## src/rtl/mss_pkg.sv

```systemverilog
// Shared types, constants and helpers for the five-stage hazard and execute step.
// No dependencies; every other file imports this package.

package mss_pkg;

	localparam int NUM_REGS  = 32;
	localparam int MEM_WORDS = 32;
	localparam int REG_AW    = $clog2(NUM_REGS);
	localparam int MEM_AW    = $clog2(MEM_WORDS);

	typedef logic [31:0] word_t;
	typedef logic [REG_AW-1:0] reg_idx_t;
	typedef logic [MEM_AW-1:0] mem_idx_t;

	localparam word_t RESET_WORD = 32'd1;

	typedef enum logic [2:0] {
		OP_ADD  = 3'd0,
		OP_SUB  = 3'd1,
		OP_LW   = 3'd2,
		OP_SW   = 3'd3,
		OP_BEQ  = 3'd4,
		OP_NONE = 3'd7
	} op_t;

	localparam logic [1:0] STALL_NONE = 2'd0;
	localparam logic [1:0] STALL_ONE  = 2'd1;
	localparam logic [1:0] STALL_TWO  = 2'd2;

	typedef struct packed {
		op_t      prev_op;
		reg_idx_t prev_dest;
		mem_idx_t prev_midx;
		op_t      older_op;
		reg_idx_t older_dest;
	} hist_t;

	typedef struct packed {
		logic     en;
		reg_idx_t addr;
		word_t    data;
	} reg_wr_t;

	typedef struct packed {
		logic     en;
		mem_idx_t idx;
		word_t    data;
	} mem_wr_t;

	function automatic op_t decode_op(input logic [2:0] code);
		op_t op;
		case (code)
			OP_ADD: op = OP_ADD;
			OP_SUB: op = OP_SUB;
			OP_LW:  op = OP_LW;
			OP_SW:  op = OP_SW;
			OP_BEQ: op = OP_BEQ;
			default: op = OP_NONE;
		endcase
		return op;
	endfunction

	function automatic logic writes_dest(input op_t op);
		return op inside {OP_ADD, OP_SUB, OP_LW};
	endfunction

	// base + offset/4 (toward zero), wrapped to the memory depth
	function automatic mem_idx_t word_index(input word_t base, input logic signed [15:0] off);
		logic     round_up;
		mem_idx_t q;
		round_up = off[15] & (|off[1:0]);
		q = off[MEM_AW+1:2] + mem_idx_t'(round_up);
		return base[MEM_AW-1:0] + q;
	endfunction

endpackage

```

## src/rtl/mss_regfile.sv

```systemverilog
// Register file: one write port, two read ports with registered read data.
// Per-entry valid bits give the reset contents. Depends on mss_pkg.

module mss_regfile (
	input  logic             clk,
	input  logic             arst_n,
	input  logic             rd_en,
	input  mss_pkg::reg_idx_t rd_addr_a,
	input  mss_pkg::reg_idx_t rd_addr_b,
	input  mss_pkg::reg_wr_t  wr,
	output mss_pkg::word_t    rd_data_a,
	output mss_pkg::word_t    rd_data_b
);
	import mss_pkg::*;

	word_t                 mem_q [NUM_REGS];
	logic [NUM_REGS-1:0]   valid_q;
	word_t                 rd_a_q;
	word_t                 rd_b_q;
	word_t                 init_a;
	word_t                 init_b;

	assign init_a = (rd_addr_a == '0) ? '0 : RESET_WORD;
	assign init_b = (rd_addr_b == '0) ? '0 : RESET_WORD;

	always_ff @(posedge clk or negedge arst_n) begin
		if (!arst_n) begin
			valid_q <= '0;
		end else if (wr.en) begin
			valid_q[wr.addr] <= 1'b1;
		end
	end

	always_ff @(posedge clk) begin
		if (wr.en) begin
			mem_q[wr.addr] <= wr.data;
		end
	end

	always_ff @(posedge clk) begin
		if (rd_en) begin
			rd_a_q <= valid_q[rd_addr_a] ? mem_q[rd_addr_a] : init_a;
			rd_b_q <= valid_q[rd_addr_b] ? mem_q[rd_addr_b] : init_b;
		end
	end

	assign rd_data_a = rd_a_q;
	assign rd_data_b = rd_b_q;

endmodule

```

## src/rtl/mss_dmem.sv

```systemverilog
// Data memory: word registers reset to one, asynchronous read, one write port.
// Depends on mss_pkg.

module mss_dmem (
	input  logic              clk,
	input  logic              arst_n,
	input  mss_pkg::mem_idx_t rd_idx,
	input  mss_pkg::mem_wr_t  wr,
	output mss_pkg::word_t    rd_data
);
	import mss_pkg::*;

	word_t mem_q [MEM_WORDS];

	always_ff @(posedge clk or negedge arst_n) begin
		if (!arst_n) begin
			for (int i = 0; i < MEM_WORDS; i++) begin
				mem_q[i] <= RESET_WORD;
			end
		end else if (wr.en) begin
			mem_q[wr.idx] <= wr.data;
		end
	end

	assign rd_data = mem_q[rd_idx];

endmodule

```

## src/rtl/mss_hazard.sv

```systemverilog
// Stall-cycle rules for a non-forwarding five-stage pipeline.
// Uses the last two instructions' history; depends on mss_pkg.

module mss_hazard (
	input  mss_pkg::op_t      op,
	input  mss_pkg::reg_idx_t r1,
	input  mss_pkg::reg_idx_t r2,
	input  mss_pkg::reg_idx_t r3,
	input  mss_pkg::mem_idx_t midx,
	input  mss_pkg::hist_t    hist,
	output logic [1:0]        stall_cycles
);
	import mss_pkg::*;

	logic pw;
	logic ow;

	assign pw = writes_dest(hist.prev_op);
	assign ow = writes_dest(hist.older_op);

	always_comb begin
		stall_cycles = STALL_NONE;
		case (op)
			OP_ADD, OP_SUB: begin
				if (pw && (hist.prev_dest == r2 || hist.prev_dest == r3)) stall_cycles = STALL_TWO;
			end
			OP_LW: begin
				if (pw && hist.prev_dest == r2) stall_cycles = STALL_TWO;
				else if (hist.prev_op == OP_SW && hist.prev_midx == midx) stall_cycles = STALL_ONE;
			end
			OP_SW: begin
				if (pw && (hist.prev_dest == r1 || hist.prev_dest == r2)) stall_cycles = STALL_TWO;
			end
			OP_BEQ: begin
				if (pw) begin
					if (hist.prev_dest == r1 || hist.prev_dest == r2) stall_cycles = STALL_TWO;
					else if (ow && (hist.older_dest == r1 || hist.older_dest == r2))
						stall_cycles = STALL_ONE;
				end
			end
			default: stall_cycles = STALL_NONE;
		endcase
	end

endmodule

```

## src/rtl/mips_subset_pipeline_step_top.sv

```systemverilog
// Top level of the add/sub/lw/sw/beq hazard and execute step.
// Depends on mss_pkg, mss_regfile, mss_dmem and mss_hazard.
//
//   channel | direction | handshake           | payload
//   input   | in        | in_valid / in_stall  | cmd, first_reg, second_reg, third_reg, byte_offset
//   result  | out       | out_valid / out_stall| stall_cycles .. mem_index
//
// One instruction per cycle sustained while out_stall is low. On acceptance the register
// file is read into its output register; the hazard check, execute and state update then
// run, and the result register is loaded, which out_stall can hold off.
// Reset clears the pipeline, history, squash flag and register-file valid bits;
// data memory words return to one. No clearing pass.
// A stalled result register holds the instruction stage, which then stalls the input.

module mips_subset_pipeline_step_top (
	input  logic               clk,
	input  logic               arst_n,
	input  logic               in_valid,
	output logic               in_stall,
	input  logic [2:0]         cmd,
	input  logic [4:0]         first_reg,
	input  logic [4:0]         second_reg,
	input  logic [4:0]         third_reg,
	input  logic signed [15:0] byte_offset,
	output logic               out_valid,
	input  logic               out_stall,
	output logic [1:0]         stall_cycles,
	output logic               squashed,
	output logic               branch_taken,
	output logic signed [15:0] branch_delta,
	output logic               reg_write,
	output logic [4:0]         write_reg,
	output logic signed [31:0] write_value,
	output logic               mem_write,
	output logic [4:0]         mem_index
);
	import mss_pkg::*;

	logic              accept;
	logic              advance;
	reg_idx_t          rd_addr_b;
	logic              cmd_is_alu;

	logic              valid_s1;
	op_t               op_s1;
	reg_idx_t          r1_s1;
	reg_idx_t          r2_s1;
	reg_idx_t          r3_s1;
	logic signed [15:0] off_s1;
	reg_idx_t          rb_s1;

	word_t             rf_a;
	word_t             rf_b;
	word_t             val_a;
	word_t             val_b;
	reg_wr_t           rf_wr;
	reg_wr_t           last_wr_q;
	mem_wr_t           dm_wr;
	word_t             dm_rd;

	hist_t             hist_q;
	logic              squash_q;
	logic [1:0]        hz_stall;

	mem_idx_t          midx_c;
	logic [1:0]        stall_c;
	logic              taken_c;
	logic              rw_c;
	logic              mw_c;
	word_t             wval_c;
	op_t               op_eff;

	logic              valid_s2;
	logic [1:0]        stall_s2;
	logic              squashed_s2;
	logic              taken_s2;
	logic [15:0]       delta_s2;
	logic              rw_s2;
	reg_idx_t          wreg_s2;
	word_t             wval_s2;
	logic              mw_s2;
	mem_idx_t          midx_s2;

	assign advance  = valid_s1 && (!valid_s2 || !out_stall);
	assign in_stall = valid_s1 && !advance;
	assign accept   = in_valid && !in_stall;

	assign cmd_is_alu = (cmd == OP_ADD) || (cmd == OP_SUB);
	assign rd_addr_b  = cmd_is_alu ? third_reg : first_reg;

	always_ff @(posedge clk or negedge arst_n) begin
		if (!arst_n) begin
			valid_s1 <= 1'b0;
		end else if (accept) begin
			valid_s1 <= 1'b1;
		end else if (advance) begin
			valid_s1 <= 1'b0;
		end
	end

	always_ff @(posedge clk) begin
		if (accept) begin
			op_s1  <= decode_op(cmd);
			r1_s1  <= first_reg;
			r2_s1  <= second_reg;
			r3_s1  <= third_reg;
			off_s1 <= byte_offset;
			rb_s1  <= rd_addr_b;
		end
	end

	mss_regfile u_regfile (
		.clk       (clk),
		.arst_n    (arst_n),
		.rd_en     (accept),
		.rd_addr_a (second_reg),
		.rd_addr_b (rd_addr_b),
		.wr        (rf_wr),
		.rd_data_a (rf_a),
		.rd_data_b (rf_b)
	);

	// forward the latest write, which may have landed on the read edge
	assign val_a = (last_wr_q.en && last_wr_q.addr == r2_s1) ? last_wr_q.data : rf_a;
	assign val_b = (last_wr_q.en && last_wr_q.addr == rb_s1) ? last_wr_q.data : rf_b;

	assign midx_c = (!squash_q && (op_s1 == OP_LW || op_s1 == OP_SW)) ?
		word_index(val_a, off_s1) : '0;

	mss_dmem u_dmem (
		.clk     (clk),
		.arst_n  (arst_n),
		.rd_idx  (midx_c),
		.wr      (dm_wr),
		.rd_data (dm_rd)
	);

	mss_hazard u_hazard (
		.op           (op_s1),
		.r1           (r1_s1),
		.r2           (r2_s1),
		.r3           (r3_s1),
		.midx         (midx_c),
		.hist         (hist_q),
		.stall_cycles (hz_stall)
	);

	always_comb begin
		taken_c = 1'b0;
		rw_c    = 1'b0;
		mw_c    = 1'b0;
		wval_c  = '0;
		stall_c = STALL_NONE;
		op_eff  = OP_NONE;
		if (!squash_q) begin
			op_eff  = op_s1;
			stall_c = hz_stall;
			case (op_s1)
				OP_ADD: begin
					rw_c   = 1'b1;
					wval_c = val_a + val_b;
				end
				OP_SUB: begin
					rw_c   = 1'b1;
					wval_c = val_a - val_b;
				end
				OP_LW: begin
					rw_c   = 1'b1;
					wval_c = dm_rd;
				end
				OP_SW: mw_c = 1'b1;
				OP_BEQ: taken_c = (val_a == val_b);
				default: stall_c = STALL_NONE;
			endcase
			// drop writes to register zero
			if (rw_c && r1_s1 == '0) begin
				rw_c   = 1'b0;
				wval_c = '0;
			end
		end
	end

	assign rf_wr.en   = advance && rw_c;
	assign rf_wr.addr = r1_s1;
	assign rf_wr.data = wval_c;

	assign dm_wr.en   = advance && mw_c;
	assign dm_wr.idx  = midx_c;
	assign dm_wr.data = val_b;

	always_ff @(posedge clk or negedge arst_n) begin
		if (!arst_n) begin
			last_wr_q <= '0;
		end else if (rf_wr.en) begin
			last_wr_q <= rf_wr;
		end
	end

	always_ff @(posedge clk or negedge arst_n) begin
		if (!arst_n) begin
			hist_q   <= '{prev_op: OP_NONE, prev_dest: '0, prev_midx: '0,
				older_op: OP_NONE, older_dest: '0};
			squash_q <= 1'b0;
		end else if (advance) begin
			hist_q.older_op   <= hist_q.prev_op;
			hist_q.older_dest <= hist_q.prev_dest;
			hist_q.prev_op    <= op_eff;
			hist_q.prev_dest  <= writes_dest(op_eff) ? r1_s1 : '0;
			hist_q.prev_midx  <= midx_c;
			squash_q          <= taken_c;
		end
	end

	always_ff @(posedge clk or negedge arst_n) begin
		if (!arst_n) begin
			valid_s2 <= 1'b0;
		end else if (advance) begin
			valid_s2 <= 1'b1;
		end else if (!out_stall) begin
			valid_s2 <= 1'b0;
		end
	end

	always_ff @(posedge clk) begin
		if (advance) begin
			stall_s2    <= stall_c;
			squashed_s2 <= squash_q;
			taken_s2    <= taken_c;
			delta_s2    <= taken_c ? off_s1 : '0;
			rw_s2       <= rw_c;
			wreg_s2     <= rw_c ? r1_s1 : '0;
			wval_s2     <= wval_c;
			mw_s2       <= mw_c;
			midx_s2     <= midx_c;
		end
	end

	assign out_valid    = valid_s2;
	assign stall_cycles = stall_s2;
	assign squashed     = squashed_s2;
	assign branch_taken = taken_s2;
	assign branch_delta = delta_s2;
	assign reg_write    = rw_s2;
	assign write_reg    = wreg_s2;
	assign write_value  = wval_s2;
	assign mem_write    = mw_s2;
	assign mem_index    = midx_s2;

	a_r0_never_written: assert property (@(posedge clk) disable iff (!arst_n)
		rf_wr.en |-> rf_wr.addr != '0)
		else $error("register zero written");

	a_taken_sets_squash: assert property (@(posedge clk) disable iff (!arst_n)
		(advance && taken_c) |=> squash_q)
		else $error("taken branch did not arm squash");

	a_squash_quiet: assert property (@(posedge clk) disable iff (!arst_n)
		(valid_s2 && squashed_s2) |-> !(rw_s2 || mw_s2 || taken_s2))
		else $error("squashed transaction has side effects");

	a_stall_needs_item: assert property (@(posedge clk) disable iff (!arst_n)
		in_stall |-> (valid_s1 && valid_s2 && out_stall))
		else $error("input stalled without a blocked result");

endmodule
```

## config.mk

```make
export PLATFORM = sky130hd
export DESIGN_NAME = mips_subset_pipeline_step_top
export DESIGN_NICKNAME = d
export VERILOG_FILES = /design/src/rtl/mss_pkg.sv /design/src/rtl/mss_regfile.sv /design/src/rtl/mss_dmem.sv /design/src/rtl/mss_hazard.sv /design/src/rtl/mips_subset_pipeline_step_top.sv
export SDC_FILE = /design/constraint.sdc
export NUM_CORES = 2
export LEC_CHECK = 0
export ABC_AREA = 1
export BUFFER_PORTS_ARGS = -buffer_cell sky130_fd_sc_hd__buf_2
export CAP_MARGIN = 5
export CORE_MARGIN = 5
export CORE_UTILIZATION = 40
export CTS_BUF_LIST = sky130_fd_sc_hd__clkbuf_2
export CTS_CLUSTER_SIZE = 12
export DETAILED_ROUTE_END_ITERATION = 16
export SETUP_SLACK_MARGIN = 0.3
export SKIP_CTS_REPAIR_TIMING = 1
export SLEW_MARGIN = 20
export SYNTH_ARGS = -nofsm -noshare
export SYNTH_HDL_FRONTEND = slang
export SYNTH_SLANG_ARGS = --single-unit
```

## constraint.sdc

```tcl
create_clock -name clk -period 4.4 [get_ports clk]
set_input_delay 0.44 -clock clk [delete_from_list [all_inputs] [get_ports clk]]
set_output_delay 0.44 -clock clk [all_outputs]
set_load 0.01 [all_outputs]
```

==> impl_summary.log <==
[metrics] Setup crit end kind: flip-flop
[metrics] arrival time worst endpoint: 5920 ps
[metrics] proportion of synthesized chip area in sequential cells: 57.0%
[metrics] total number of yosys warnings: 0
[metrics] share of synthesized registers carrying an async set or reset: 48.4%
[metrics] most area-consuming cells after synthesis: sky130_fd_sc_hd__edfxtp_1 32%, sky130_fd_sc_hd__dfrtp_1 24%, sky130_fd_sc_hd__o21ai_0 9.1%
[metrics] LEAKAGE: 0.0551 µW
[metrics] remaining global-route overflow: 0
[metrics] library cell contributing the largest single delay on the critical path: sky130_fd_sc_hd__fa_2
[metrics] floorplan die area: 0.290 mm²
[metrics] synthesized area per cell: 8.76 µm²
[metrics] I/O Pins: 104
[metrics] count of buffers from port buffering: 103
[metrics] worst setup path startpoint: r2_s1[0]
[metrics] H-tree levels: 6
[metrics] area fraction of the dominant cell type after synthesis: 32.0%
[metrics] Max-cap violations: 0
[metrics] Detailed Route Iter0 Violations: 12,700
[metrics] final-stage net count: 13,600
[metrics] number of synthesized flops with an enable pin: 1,191
[metrics] Final period util: 102%
[metrics] register clock-pin slew on the reported worst setup and hold paths: 110 ps
[metrics] status: finished, violations left
[metrics] number of buffer and inverter stages on the critical path: 7
[metrics] Critical Path Fanout Max: 34
[metrics] number of global-route vias before repair: 95,100
[metrics] Layout Utilization: 47.0%
[metrics] first-pass GRT wire length: 620 mm
[metrics] worst min-delay path startpoint: second_reg[4]
[metrics] beginning of the worst register-to-register path: r2_s1[0]
[metrics] IR drop worst, VDD: 0.000212 V
[metrics] final setup vio count: 125
[metrics] areal power density over the cells: 421 mW/mm²
[metrics] Worst Path Class, Setup: reg -> reg
[metrics] width of the chip: 539 µm
[metrics] largest registers: u_dmem.mem_q (1024), u_regfile.mem_q (1024), last_wr_q (38)
[metrics] most common flop cell mapped by yosys: sky130_fd_sc_hd__edfxtp_1
[metrics] count of vias placed by the detailed router: 101,000
[metrics] routed wire length per instance: 24.2 µm
[metrics] min setup slack post-route: -89.7 ps
[metrics] total detailed-routing wirelength: 428 mm
[metrics] netlist area before placement: 0.112 mm²
[metrics] initial standard-cell utilization of the core: 40.1%
[metrics] clock tree from TritonCTS: yes
[metrics] type of the most critical hold path: in -> reg
[metrics] routability congestion estimate from global placement: 0.994
[metrics] Pre-antenna DRT Iters: 8
[metrics] HPWL after detailed placement: 261 mm
[metrics] pin count of the biggest net entering global routing: 162
[metrics] CTS root buf: sky130_fd_sc_hd__clkbuf_2
[metrics] most used standard cell by instance count after synthesis: sky130_fd_sc_hd__nand2_1
[metrics] number of instances in the synthesized netlist: 12,800
[metrics] Core Box Area: 0.279 mm²
[metrics] Vias per Instance: 5.70
[metrics] fraction of layout cells with a size suffix above 1: 16.7%
[metrics] clock latency at the later pin of the worst-skew pair: 1930 ps
[metrics] signed area change from the synthesized netlist to the final layout: 17.2%
[metrics] Fmax achieved: 223 MHz
[metrics] ranking of synthesized cells by instance count: 2,426 x sky130_fd_sc_hd__nand2_1, 2,024 x sky130_fd_sc_hd__o21ai_0, 1,887 x sky130_fd_sc_hd__nor2_1
[metrics] vertical die dimension: 539 µm
[metrics] antenna violations before repair: 15
[metrics] Slew Limit Fails: 0
[metrics] critical path's top delay family: simple AND/OR/NAND/NOR gates
[metrics] clock skew: 274 ps
[metrics] Final Hold Violating Endpoints: 0
[metrics] number of different library cells in the post-synthesis netlist: 59
[metrics] clock buffer depth: 4
[metrics] total DRC errors in the routed layout: 0
[metrics] standard-cell rows: 194
[metrics] worst-margin pin slew: 1100 ps
[metrics] failing checks: setup timing
[metrics] Most Frequent Cell on Critical Path: sky130_fd_sc_hd__nand2_1
[metrics] post-route ant nets: 0
[metrics] crit-path max cell delay: 530 ps
[metrics] total power after layout: 55,200 µW
[metrics] headroom to the max-slew limit: 26.1%
[metrics] Critical Path Start Type: flip-flop
[metrics] TritonCTS buffer count: 609
[metrics] Yosys top cell by area: sky130_fd_sc_hd__edfxtp_1
[metrics] Filler cells: 26,800
[metrics] flip-flop and latch count after synthesis: 2,309
[metrics] unrepaired setup endpoints after global routing: yes
[metrics] total global routing track utilization: 27.9%
[metrics] fin crit period: 4490 ps
[metrics] Num Clock Sinks: 2,309
[metrics] required time reported for the critical path endpoint: 5830 ps
==> area by class of cell <==
| cell class | instances | area (µm²) | share of cell area [%] |
|---|---|---|---|
| flip-flops and latches | 2309 | 63800 | 48.7 |
| clock inverters | 151 | 992 | 0.757 |
| inverters | 790 | 3050 | 2.33 |
| well taps | 3724 | 4660 | 3.55 |
| repair buffers | 1074 | 11200 | 8.54 |
| multi-input cells | 8719 | 42900 | 32.7 |
| diodes | 14 | 35.0 | 0.0267 |
| clock buffers | 891 | 4460 | 3.40 |
==> routing by layer <==
metal / global-route usage [%] / vias to the layer above / part of all wire [%]
met5: 0.0986 / - / 0.011
met1: 35.6 / 48400 / 38
met2: 45.5 / 5695 / 46
met4: 14.5 / 8 / 5.7
li1: - / 45500 / -
met3: 5.17 / 1173 / 9.8
==> report_power, final <==
part / leakage (µW) / switching (µW) / total (µW) / internal, µW
clock network: 0.00415 / 9320 / 15400 / 6060
logic: 0.0255 / 9960 / 15100 / 5150
registers: 0.0254 / 649 / 24700 / 24100
==> metrics by stage <==
stage	instances	area (µm²)	hold slack (ps)	TNS, ps	worst slack, ps
6_report	17700	131000	56.8	-3420	-89.7
2_1_floorplan	12800	112000	144	0	312
4_1_cts	17500	129000	-1600	-221060	-450
3_3_place_gp	16500	123000	388	-203560	-382
5_1_grt	17700	131000	-47.1	-120400	-218
3_5_place_dp	16500	123000	384	-209230	-393
==> layout by cell type (no fill, tap or decap), types with 217 or more instances in the layout <==
cell,n
sky130_fd_sc_hd__nand2_1,2371
sky130_fd_sc_hd__o21ai_0,1983
sky130_fd_sc_hd__dfrtp_1,1080
sky130_fd_sc_hd__nor2_1,1844
sky130_fd_sc_hd__edfxtp_1,1191
sky130_fd_sc_hd__buf_12,217
sky130_fd_sc_hd__o21ai_1,369
sky130_fd_sc_hd__buf_4,603
sky130_fd_sc_hd__inv_1,749
sky130_fd_sc_hd__clkbuf_2,891
sky130_fd_sc_hd__o221ai_1,448
sky130_fd_sc_hd__nand3_1,770
==> worst reg2reg max path, delay by kind of cell, from the launching register on <==
family	cells	cell delay (ps)
simple gates	15	1790
buf+inv	7	950
fa+ha+maj	2	870
flops	1	420
compound gates	1	70
==> cells by family (layout without fill, tap and decap cells) <==
logic type	after synthesis	in the layout	synth area share, %
fa+ha+maj	70	70	0.810
buf+inv	1774	2906	6.08
simple gates	5383	5383	19.6
other cells	1	46	0.00335
flops	2309	2309	57.0
mux	18	18	0.181
compound gates	3199	3201	16.2
xor+xnor	15	15	0.117
==> final timing paths <==
path / endpoint / slack (ps) / cells past startpoint
max: u_regfile.mem_q[0][24] / -90 / 25
max reg2reg: u_regfile.mem_q[0][24] / -90 / 25
min reg2reg: u_regfile.valid_q[0] / 410 / 0
min: u_regfile.rd_data_a[6] / 60 / 6
min in group asynchronous: u_dmem.mem_q[243] / 350 / 5
max in group asynchronous: hist_q[5] / 2750 / 7
Note: power is estimated with default switching activity, not from simulation.
